### src/hw/rtl/domain_name_validator_top_defines.svh
// ----------------------------------------------------------------------------
// Assertion macros for the domain name validator
// Shared concurrent assertion forms, clocked on aclk, disabled during reset.
// ----------------------------------------------------------------------------
`ifndef DOMAIN_NAME_VALIDATOR_TOP_DEFINES_SVH
`define DOMAIN_NAME_VALIDATOR_TOP_DEFINES_SVH

// Same-cycle implication
`define DNV_ASSERT_NOW(label, clk, rstn, ante, cons, msg) \
    label: assert property (@(posedge clk) disable iff (!(rstn)) (ante) |-> (cons)) \
        else $error(msg);

// Next-cycle implication
`define DNV_ASSERT_NEXT(label, clk, rstn, ante, cons, msg) \
    label: assert property (@(posedge clk) disable iff (!(rstn)) (ante) |=> (cons)) \
        else $error(msg);

`endif

### src/hw/rtl/dnv_pkg.sv
// ----------------------------------------------------------------------------
// dnv_pkg
// Types and constants shared by the domain name validator modules.
// ----------------------------------------------------------------------------
package dnv_pkg;

    // Parse phase codes
    localparam int PHASE_W = 3;
    localparam logic [PHASE_W-1:0] PH_PREFIX       = 3'd0;
    localparam logic [PHASE_W-1:0] PH_AFTER_PREFIX = 3'd1;
    localparam logic [PHASE_W-1:0] PH_NEED_SLASH   = 3'd2;
    localparam logic [PHASE_W-1:0] PH_BODY         = 3'd3;
    localparam logic [PHASE_W-1:0] PH_ESC          = 3'd4;
    localparam logic [PHASE_W-1:0] PH_OCT1         = 3'd5;
    localparam logic [PHASE_W-1:0] PH_OCT2         = 3'd6;

    // Character constants
    localparam logic [7:0] CH_SPACE = 8'h20;
    localparam logic [7:0] CH_SLASH = 8'h2F;
    localparam logic [7:0] CH_BSLASH = 8'h5C;
    localparam logic [7:0] CH_DEL   = 8'h7F;

    localparam int PREFIX_LEN = 8;

    // One byte transfer as it moves into the parser
    typedef struct packed {
        logic       step;
        logic [7:0] name_byte;
        logic       last_byte;
    } dnv_item_t;

    // Root prefix "<kernel>"
    function automatic logic [7:0] prefix_char(input logic [2:0] idx);
        logic [7:0] ch;
        unique case (idx)
            3'd0: ch = 8'h3C;   // <
            3'd1: ch = 8'h6B;   // k
            3'd2: ch = 8'h65;   // e
            3'd3: ch = 8'h72;   // r
            3'd4: ch = 8'h6E;   // n
            3'd5: ch = 8'h65;   // e
            3'd6: ch = 8'h6C;   // l
            3'd7: ch = 8'h3E;   // >
            default: ch = 8'h00;
        endcase
        return ch;
    endfunction

endpackage

### src/hw/rtl/domain_name_validator_top.sv
// ----------------------------------------------------------------------------
// domain_name_validator_top
// Byte-serial domain name checker: input register, parser, result register.
// ----------------------------------------------------------------------------
// The last byte passes through the input register and then the result
// register before m_valid rises and the verdict can be taken.
// Throughput: one byte per cycle; the parse state update is one short step.
// A stalled result only holds back the input when the next last byte arrives.
// Reset (aresetn low, synchronous) clears both valid flags and the parse state.
module domain_name_validator_top (
    input  logic       aclk,
    input  logic       aresetn,
    input  logic       s_valid,
    output logic       s_ready,
    input  logic [7:0] s_name_byte,
    input  logic       s_last_byte,
    output logic       m_valid,
    input  logic       m_ready,
    output logic       m_accepted
);

`include "domain_name_validator_top_defines.svh"

    logic       in_valid_reg, in_valid_next;
    logic [7:0] in_byte_reg;
    logic       in_last_reg;
    logic       out_valid_reg, out_valid_next;
    logic       out_acc_reg;
    logic       advance;
    logic       verdict;
    dnv_pkg::dnv_item_t item;

    // Held byte moves on unless it is a last byte facing a full result register
    assign advance = in_valid_reg && (!in_last_reg || !out_valid_reg || m_ready);
    assign s_ready = !in_valid_reg || advance;

    assign item.step      = advance;
    assign item.name_byte = in_byte_reg;
    assign item.last_byte = in_last_reg;

    dnv_parser u_parser (
        .aclk    (aclk),
        .aresetn (aresetn),
        .item    (item),
        .verdict (verdict)
    );

    // Input register
    always_comb begin
        in_valid_next = in_valid_reg;
        if (s_ready) in_valid_next = s_valid;
    end

    always_ff @(posedge aclk) begin
        if (!aresetn) begin
            in_valid_reg <= 1'b0;
        end else begin
            in_valid_reg <= in_valid_next;
        end
    end

    always_ff @(posedge aclk) begin
        if (s_valid && s_ready) begin
            in_byte_reg <= s_name_byte;
            in_last_reg <= s_last_byte;
        end
    end

    // Result register
    always_comb begin
        out_valid_next = out_valid_reg;
        priority if (advance && in_last_reg) begin
            out_valid_next = 1'b1;
        end else if (m_ready) begin
            out_valid_next = 1'b0;
        end else begin
            out_valid_next = out_valid_reg;
        end
    end

    always_ff @(posedge aclk) begin
        if (!aresetn) begin
            out_valid_reg <= 1'b0;
        end else begin
            out_valid_reg <= out_valid_next;
        end
    end

    always_ff @(posedge aclk) begin
        if (advance && in_last_reg) begin
            out_acc_reg <= verdict;
        end
    end

    assign m_valid    = out_valid_reg;
    assign m_accepted = out_acc_reg;

    // Checks
    `DNV_ASSERT_NOW(a_ready_low_only_when_held, aclk, aresetn,
        !s_ready, in_valid_reg && in_last_reg && out_valid_reg, "input stalled without cause")
    `DNV_ASSERT_NEXT(a_last_gives_result, aclk, aresetn,
        advance && in_last_reg, m_valid, "verdict missing after last byte")
    `DNV_ASSERT_NEXT(a_held_byte_kept, aclk, aresetn,
        in_valid_reg && !advance, in_valid_reg, "held byte dropped")

endmodule

### src/hw/rtl/dnv_parser.sv
// ----------------------------------------------------------------------------
// dnv_parser
// Holds the parse state and computes the verdict for the byte being stepped.
// ----------------------------------------------------------------------------
module dnv_parser (
    input  logic               aclk,
    input  logic               aresetn,
    input  dnv_pkg::dnv_item_t item,
    output logic               verdict
);

    logic [2:0] phase_reg, phase_next, phase_upd;
    logic [3:0] pos_reg, pos_next, pos_upd;
    logic [4:0] oct_reg, oct_next, oct_upd;
    logic       failed_reg, failed_next, failed_upd;

    logic [7:0] c;
    logic [2:0] digit;
    logic       is_oct;
    logic       is_oct_lead;
    logic [7:0] esc_val;

    assign c           = item.name_byte;
    assign digit       = c[2:0];
    assign is_oct      = (c[7:3] == 5'b00110);
    assign is_oct_lead = (c[7:2] == 6'b001100);
    assign esc_val     = {oct_reg, digit};

    // Next state for one byte, taken only while no rule is broken
    always_comb begin
        phase_upd  = phase_reg;
        pos_upd    = pos_reg;
        oct_upd    = oct_reg;
        failed_upd = failed_reg;
        if (!failed_reg) begin
            unique case (phase_reg)
                dnv_pkg::PH_PREFIX: begin
                    if (pos_reg[3] || c != dnv_pkg::prefix_char(pos_reg[2:0])) begin
                        failed_upd = 1'b1;
                    end else begin
                        pos_upd = pos_reg + 4'd1;
                        if (pos_reg == 4'(dnv_pkg::PREFIX_LEN - 1)) begin
                            phase_upd = dnv_pkg::PH_AFTER_PREFIX;
                        end
                    end
                end
                dnv_pkg::PH_AFTER_PREFIX: begin
                    if (c == dnv_pkg::CH_SPACE) phase_upd = dnv_pkg::PH_NEED_SLASH;
                    else failed_upd = 1'b1;
                end
                dnv_pkg::PH_NEED_SLASH: begin
                    if (c == dnv_pkg::CH_SLASH) phase_upd = dnv_pkg::PH_BODY;
                    else failed_upd = 1'b1;
                end
                dnv_pkg::PH_BODY: begin
                    priority if (c == dnv_pkg::CH_SPACE) begin
                        phase_upd = dnv_pkg::PH_NEED_SLASH;
                    end else if (c == dnv_pkg::CH_BSLASH) begin
                        phase_upd = dnv_pkg::PH_ESC;
                    end else if (c < dnv_pkg::CH_SPACE || c >= dnv_pkg::CH_DEL) begin
                        failed_upd = 1'b1;
                    end else begin
                        // plain printable byte stays in the body
                        phase_upd = phase_reg;
                    end
                end
                dnv_pkg::PH_ESC: begin
                    priority if (c == dnv_pkg::CH_BSLASH) begin
                        phase_upd = dnv_pkg::PH_BODY;
                    end else if (is_oct_lead) begin
                        oct_upd   = {3'b000, c[1:0]};
                        phase_upd = dnv_pkg::PH_OCT1;
                    end else begin
                        failed_upd = 1'b1;
                    end
                end
                dnv_pkg::PH_OCT1: begin
                    if (is_oct) begin
                        oct_upd   = {oct_reg[1:0], digit};
                        phase_upd = dnv_pkg::PH_OCT2;
                    end else begin
                        failed_upd = 1'b1;
                    end
                end
                dnv_pkg::PH_OCT2: begin
                    // value must be nonzero and a byte that needs escaping
                    if (is_oct && esc_val != 8'd0 &&
                        (esc_val <= dnv_pkg::CH_SPACE || esc_val >= dnv_pkg::CH_DEL)) begin
                        phase_upd = dnv_pkg::PH_BODY;
                        oct_upd   = 5'd0;
                    end else begin
                        failed_upd = 1'b1;
                    end
                end
                default: failed_upd = 1'b1;
            endcase
        end
    end

    // Verdict from the state after this byte
    assign verdict = !failed_upd &&
                     (phase_upd == dnv_pkg::PH_AFTER_PREFIX || phase_upd == dnv_pkg::PH_BODY);

    // The last byte returns everything to the start of a new name
    always_comb begin
        phase_next  = phase_reg;
        pos_next    = pos_reg;
        oct_next    = oct_reg;
        failed_next = failed_reg;
        if (item.step) begin
            if (item.last_byte) begin
                phase_next  = dnv_pkg::PH_PREFIX;
                pos_next    = 4'd0;
                oct_next    = 5'd0;
                failed_next = 1'b0;
            end else begin
                phase_next  = phase_upd;
                pos_next    = pos_upd;
                oct_next    = oct_upd;
                failed_next = failed_upd;
            end
        end
    end

    // Parse state registers
    always_ff @(posedge aclk) begin
        if (!aresetn) begin
            phase_reg  <= dnv_pkg::PH_PREFIX;
            pos_reg    <= 4'd0;
            oct_reg    <= 5'd0;
            failed_reg <= 1'b0;
        end else begin
            phase_reg  <= phase_next;
            pos_reg    <= pos_next;
            oct_reg    <= oct_next;
            failed_reg <= failed_next;
        end
    end

endmodule

### config.mk
export PLATFORM = sky130hd
export DESIGN_NAME = domain_name_validator_top
export DESIGN_NICKNAME = d
export VERILOG_FILES = /design/src/hw/rtl/dnv_pkg.sv /design/src/hw/rtl/domain_name_validator_top.sv /design/src/hw/rtl/dnv_parser.sv
export VERILOG_INCLUDE_DIRS = /design/src /design/src/hw/rtl
export SDC_FILE = /design/constraint.sdc
export NUM_CORES = 1
export LEC_CHECK = 0
export ABC_AREA = 0
export BUFFER_PORTS_ARGS = -buffer_cell sky130_fd_sc_hd__buf_2
export CORE_AREA = 2 2 57 59
export DETAILED_ROUTE_END_ITERATION = 7
export DIE_AREA = 0 0 59 61
export MAX_ROUTING_LAYER = met4
export PLACE_DENSITY_LB_ADDON = 0.1
export SLEW_MARGIN = 20
export SYNTH_ARGS = -nofsm -noshare
export SYNTH_HDL_FRONTEND = slang
export SYNTH_HIERARCHICAL = 1
export SYNTH_SLANG_ARGS = --single-unit
### constraint.sdc
create_clock -name aclk -period 4.7 [get_ports aclk]
set_input_delay 0.705 -clock aclk [delete_from_list [all_inputs] [get_ports aclk]]
set_output_delay 0.705 -clock aclk [all_outputs]
set_load 0.02 [all_outputs]
; ---- Word level (Yosys, flattened, before mapping)
; Memory sizes are Yosys's and may differ from the RTL's. A register that Yosys moved wholly into a read port is not among the register bits.
; Cells that the tools add are included.
; W data, S select, Z words.
[word_totals]
register_bits = 25
romBits = 48
input_bits = 13
out_inout_bits = 3
elab_cells = 103
mem_count = 1
[mem_list]
columns = memory, depth, word_bits, read_ports, rd_clocked_by_memory_dff, write_ports, line_no
row1 = (name not given), 8, 6, 1, 1, 0, dnv_pkg.sv:35  ; unique case (idx)
[classes]
n_addsub = 1
magnitude_cmp = 4
n_eq_ne = 21
n_mux = 43
n_reduce_logical = 24
[op_table]
columns = op, n
row1 = $mux W3, 14
row2 = $mux W5, 6
row3 = $pmux W3 S7, 1
row4 = $eq A8 B6 Y1 const B, 2
row5 = $ge A8 B7 Y1 const B, 2
row6 = $mux W4, 4
row7 = $mux W8, 2
row8 = $pmux W5 S3, 1
row9 = $mux W1, 14
row10 = $eq A3 B2 Y1 const B, 3
row11 = $eq A3 B3 Y1 const B, 3
row12 = $ne A3 B2 Y1 const B, 3
row13 = $eq A8 B7 Y1 const B, 1
row14 = $le A8 B6 Y1 const B, 1
row15 = $lt A8 B6 Y1 const B, 1
row16 = $ne A8 B8 Y1, 1
row17 = $reduce_bool A8 Y1, 1
row18 = $logic_or A1 B1 Y1, 7
row19 = $pmux W1 S7, 1
row20 = $reduce_and A7 Y1, 1
row21 = $eq A3 B1 Y1 const B, 2
row22 = $eq A6 B4 Y1 const B, 1
row23 = $logic_and A1 B1 Y1, 6
row24 = $eq A5 B3 Y1 const B, 1
row25 = other kinds (9), 14

; ---- Logic depth before layout (Yosys ltp)
[logic_depth]
word_depth = 11
depth_mapped = 11

; ---- Modules after synthesis
; The synthesis kept the hierarchy.
[modules_own_cells]
columns = module, instances, cells_per_inst, area_each_um2, seq_area_each_um2
row1 = dnv_parser, 1, 172, 1363.8, 380.4
row2 = domain_name_validator_top, 1, 22, 417.9, 340.3

; ---- Worst setup path after synthesis
; No wires, ideal clock.
[synth_path]
path_type = in2reg
from = input port m_ready
to = register with a tool-made name
setup_time_ns = 0.121
arrival_ns = 2.972
setup_slack_ns = 1.608
path_stages = 10
path_cell_list = and2b_1 -> a21boi_1 -> nor2b_1 -> nand2_1 -> nor3_1 -> xor2_1 -> nor2b_1 -> inv_1 -> ha_1 -> mux2_2
[synth_lines]
columns = element, line_no
row1 = from (decl), domain_name_validator_top.sv:18  ; input logic m_ready,

==> results by stage <==
Clock tree:
- The count of hold buffers inserted by post-cts repair is 0.
- The number of gates resized after CTS was 0.
- In this run the post-CTS setup repair buffer count came out at 0.
- Clock-pin slew was measured on the worst setup and hold paths at 90 ps.
- The H-tree was split into 2 levels.
- The buffer depth of the longest clock path is 2.
- The clock sink total is 31.
- The clock latency of the later-clocked register in the worst-skew pair is 320 ps.
- The number of clock buffers added by TritonCTS is 5.
- TritonCTS built the clock tree.
- In this run the clock root is driven by a sky130_fd_sc_hd__clkbuf_4.

Die:
- The initial utilization of the core area, before any placement, comes to 0.603.
- The die covers 3600 µm².
- The vertical die dimension is 61 µm.
- The die span in x is 59 µm.
- After floorplanning, the core was divided into 20 placement rows.
- Pin placement for this block handled 16 I/O pins.
- After floorplanning, the core was sized to cover 2950 µm².

Timing:
- The final number of max-transition violations was 0.
- The final count of hold timing violations is 0.
- The worst-case hold slack is 494 ps.
- Setup violations remaining at the end of the flow were counted as 0.
- Setup total negative slack on the finished layout was measured at 0 ps.
- The post-route fraction of the period consumed by the critical path is 0.716.
- Subtracting the final worst setup slack from the clock period gives 3360 ps.
- Setup repair after global routing left no endpoint under its margin.
- The post-route clock skew is 9.16 ps.
- The remaining max-slew budget at the tightest pin is 0.664.
- Based on the critical path, the design can be clocked at up to 297 MHz.
- The slew at the pin closest to its max-slew limit is 500 ps.
- The final worst-path setup slack is 1340 ps.

Detailed routing:
- Before antenna repair, the detailed router went through 5 iterations.
- Wires add up to 3730 µm.
- In the final routed layout, each cell accounts on average for 15.3 µm.
- The detailed router finished its first iteration with 135 violations.
- The residual antenna-violating net count after detailed routing is 0.
- Using the TritonRoute via totals, the vias-per-cell ratio works out to 6.18.
- The number of vias in the routed layout is 1,507.
- The residual DRC count is 0.

Power and ir drop:
- The worst supply voltage drop on vdd is 0.201 mV.
- The ratio of total power to cell area is 245 nW/µm².
- The design draws 0.471 mW.
- The standby leakage power is 0.775 nW.

Synth:
- The xor and xnor area share after synthesis is 0.0344.
- The share of the synthesized area in the top cell type is 0.236.
- The compound-cell area share of the yosys netlist is 0.147.
- For this run, asynchronously set or reset flops after synthesis account for 0.
- The area share of and/or/nand/nor cells after synthesis is 0.315.
- During synthesis, Yosys emitted a total of 6 warnings.
- The post-synthesis net count is 213.
- By area, the combinational part of the netlist is dominated by simple AND/OR/NAND/NOR gates.
- Yosys mapped the design onto 56 distinct sky130hd cell types.
- The proportion of synthesized area in mux cells is 0.0232.
- The synthesis-stage register bit count is 31.
- Yosys attributes the largest share of cell area to sky130_fd_sc_hd__dfxtp_1, sky130_fd_sc_hd__edfxtp_1, sky130_fd_sc_hd__ha_1.
- The share of the Yosys chip area taken by registers is 0.404.
- The number of cells produced by synthesis is 194.
- The cell accounting for the most synthesized area is sky130_fd_sc_hd__dfxtp_1.
- Each instance of the synthesized netlist takes up on average 9.18 µm².
- The top flip-flop cell by instance count after synthesis is sky130_fd_sc_hd__dfxtp_1.
- The synthesized area is 1780 µm².
- The adder-cell share of the synthesized area is 0.0421.
- The number of synthesized flops with an enable pin is 10.

Place:
- The last weighted congestion value of the routability-driven placer is 0.863.
- The total of buffers placed on input and output ports is 15.
- Prior to clock tree synthesis, the placed netlist has a worst setup slack of 1010 ps.
- In this run the cell area measured after placement is 1870 µm².
- The total instance count after detailed placement is 236.
- The HPWL reported at the end of detailed placement is 2810 µm.

Worst hold path:
- The worst min-delay path class is reg2reg.
- The worst hold path begins at u_parser/oct_reg[4].

Flow run:
- The count of maximum capacitance violations is 0.

Setup path:
- The worst setup path is launched from an input pin.
- The beginning of the worst register-to-register path is in_last_reg.
- In this run the worst setup path begins at m_ready.
- STA puts the critical path data arrival time at 3570 ps.
- STA classifies the critical path endpoint as a register.
- The critical path is of the in2reg type.
- The highest net fanout along the worst path is 8.
- STA puts the critical path data required time at 4910 ps.

Global route:
- The initial antenna violation count is 0.
- For met1 alone, demand over resource in global routing was 0.290.
- For this run, global-route usage on met3 was measured as 0.0405.
- The met2 track utilization from global routing is 0.403.
- After global routing, the most crowded layer is met2.
- The via count of the first global-routing pass is 1,499.
- The global router's overall resource usage is 0.245.
- The global-route wire length before repair is 6370 µm.
- The largest net degree at the start of global routing is 19.
- The remaining global-route overflow is 0.

Status:
- The run finished with clean final reports.

Final layout:
- The area added between synthesis and finish is 7.86%.
- The final net count is 229.
- For this run, the share of the core covered by cells in the final layout is 0.651.
- The finished layout cell area is 1920 µm².
- In the final layout, the share of cells above drive strength 1 is 0.156.
- The post-route non-filler standard cell count is 244.
- The layout filler cell count is 256.
- The antenna cell count is 0.
final cells by class:
class                           count  area, µm²  share of cell area
Inverter                            9       33.8              0.0176
Clock buffer                        7       45.0              0.0234
Timing Repair Buffer               15       75.1              0.0391
Clock inverter                      1       5.00             0.00260
Tap cell                           33       41.3              0.0215
Sequential cell                    31        721               0.375
Multi-Input combinational cell    148       1000               0.521
worst max-delay path, cell delays in order:
cell and delay (ps):
sky130_fd_sc_hd__buf_2 90, sky130_fd_sc_hd__and2b_1 180, sky130_fd_sc_hd__a21boi_1 410, sky130_fd_sc_hd__nor2b_1 320
sky130_fd_sc_hd__nand2_1 100, sky130_fd_sc_hd__nor3_1 430, sky130_fd_sc_hd__xor2_1 250, sky130_fd_sc_hd__nor2b_1 390
sky130_fd_sc_hd__inv_1 100, sky130_fd_sc_hd__ha_1 320, sky130_fd_sc_hd__mux2_2 280
cell families (layout without fill, tap and decap cells):
logic type      Yosys count  after routing
simple gates             94             94
compound gates           37             37
flops                    31             31
buf+inv                  15             32
xor+xnor                  7              7
fa+ha+maj                 6              6
mux                       4              4
per-layer routing:
metal	up-vias	part of all wire
met5	-	0
met4	0	0.013
met3	8	0.056
met2	53	0.50
met1	706	0.44
li1	740	-
layout by cell type, fill, tap and decap left out, types with 5 or more instances in the layout:
cell type / synthesis / layout
sky130_fd_sc_hd__nand2_1: 19 / 19
sky130_fd_sc_hd__nand4_1: 7 / 7
sky130_fd_sc_hd__nand2b_1: 6 / 6
sky130_fd_sc_hd__a21oi_1: 5 / 5
sky130_fd_sc_hd__ha_1: 6 / 6
sky130_fd_sc_hd__xnor2_1: 6 / 6
sky130_fd_sc_hd__buf_2: 3 / 15
sky130_fd_sc_hd__nor2b_1: 7 / 7
sky130_fd_sc_hd__nor3_1: 8 / 8
sky130_fd_sc_hd__inv_1: 9 / 9
sky130_fd_sc_hd__nor2_1: 19 / 19
sky130_fd_sc_hd__dfxtp_1: 21 / 21
sky130_fd_sc_hd__o21ai_0: 10 / 10
sky130_fd_sc_hd__edfxtp_1: 10 / 10
sky130_fd_sc_hd__clkbuf_4: 0 / 5
synth_stat cells (2+ instances only):
cell,instances
sky130_fd_sc_hd__a211oi_1,2
sky130_fd_sc_hd__a21boi_1,3
sky130_fd_sc_hd__a21oi_1,5
sky130_fd_sc_hd__and2_1,2
sky130_fd_sc_hd__and3_1,4
sky130_fd_sc_hd__and4_1,2
sky130_fd_sc_hd__buf_2,3
sky130_fd_sc_hd__clkbuf_1,3
sky130_fd_sc_hd__dfxtp_1,21
sky130_fd_sc_hd__edfxtp_1,10
sky130_fd_sc_hd__ha_1,6
sky130_fd_sc_hd__inv_1,9
sky130_fd_sc_hd__mux2i_1,3
sky130_fd_sc_hd__nand2_1,19
sky130_fd_sc_hd__nand2b_1,6
sky130_fd_sc_hd__nand3_1,4
sky130_fd_sc_hd__nand4_1,7
sky130_fd_sc_hd__nor2_1,19
sky130_fd_sc_hd__nor2b_1,7
sky130_fd_sc_hd__nor3_1,8
sky130_fd_sc_hd__o21a_1,2
sky130_fd_sc_hd__o21ai_0,10
sky130_fd_sc_hd__xnor2_1,6
path summary, 6_finish.rpt:
path / to / slack, ps / depth (start not counted)
max: register / 1340 / 11
max reg2reg: register / 1350 / 9
min: u_parser/oct_reg[4] / 490 / 2
min reg2reg: u_parser/oct_reg[4] / 490 / 2
report_power, final:
part | switching (mW) | leakage (nW) | internal (mW)
clock network | 0.0811 | 0.0293 | 0.0582
registers | 0.0122 | 0.268 | 0.283
logic | 0.0202 | 0.477 | 0.0162
total | 0.113 | 0.775 | 0.358
Power figures use the tool's default switching activity.
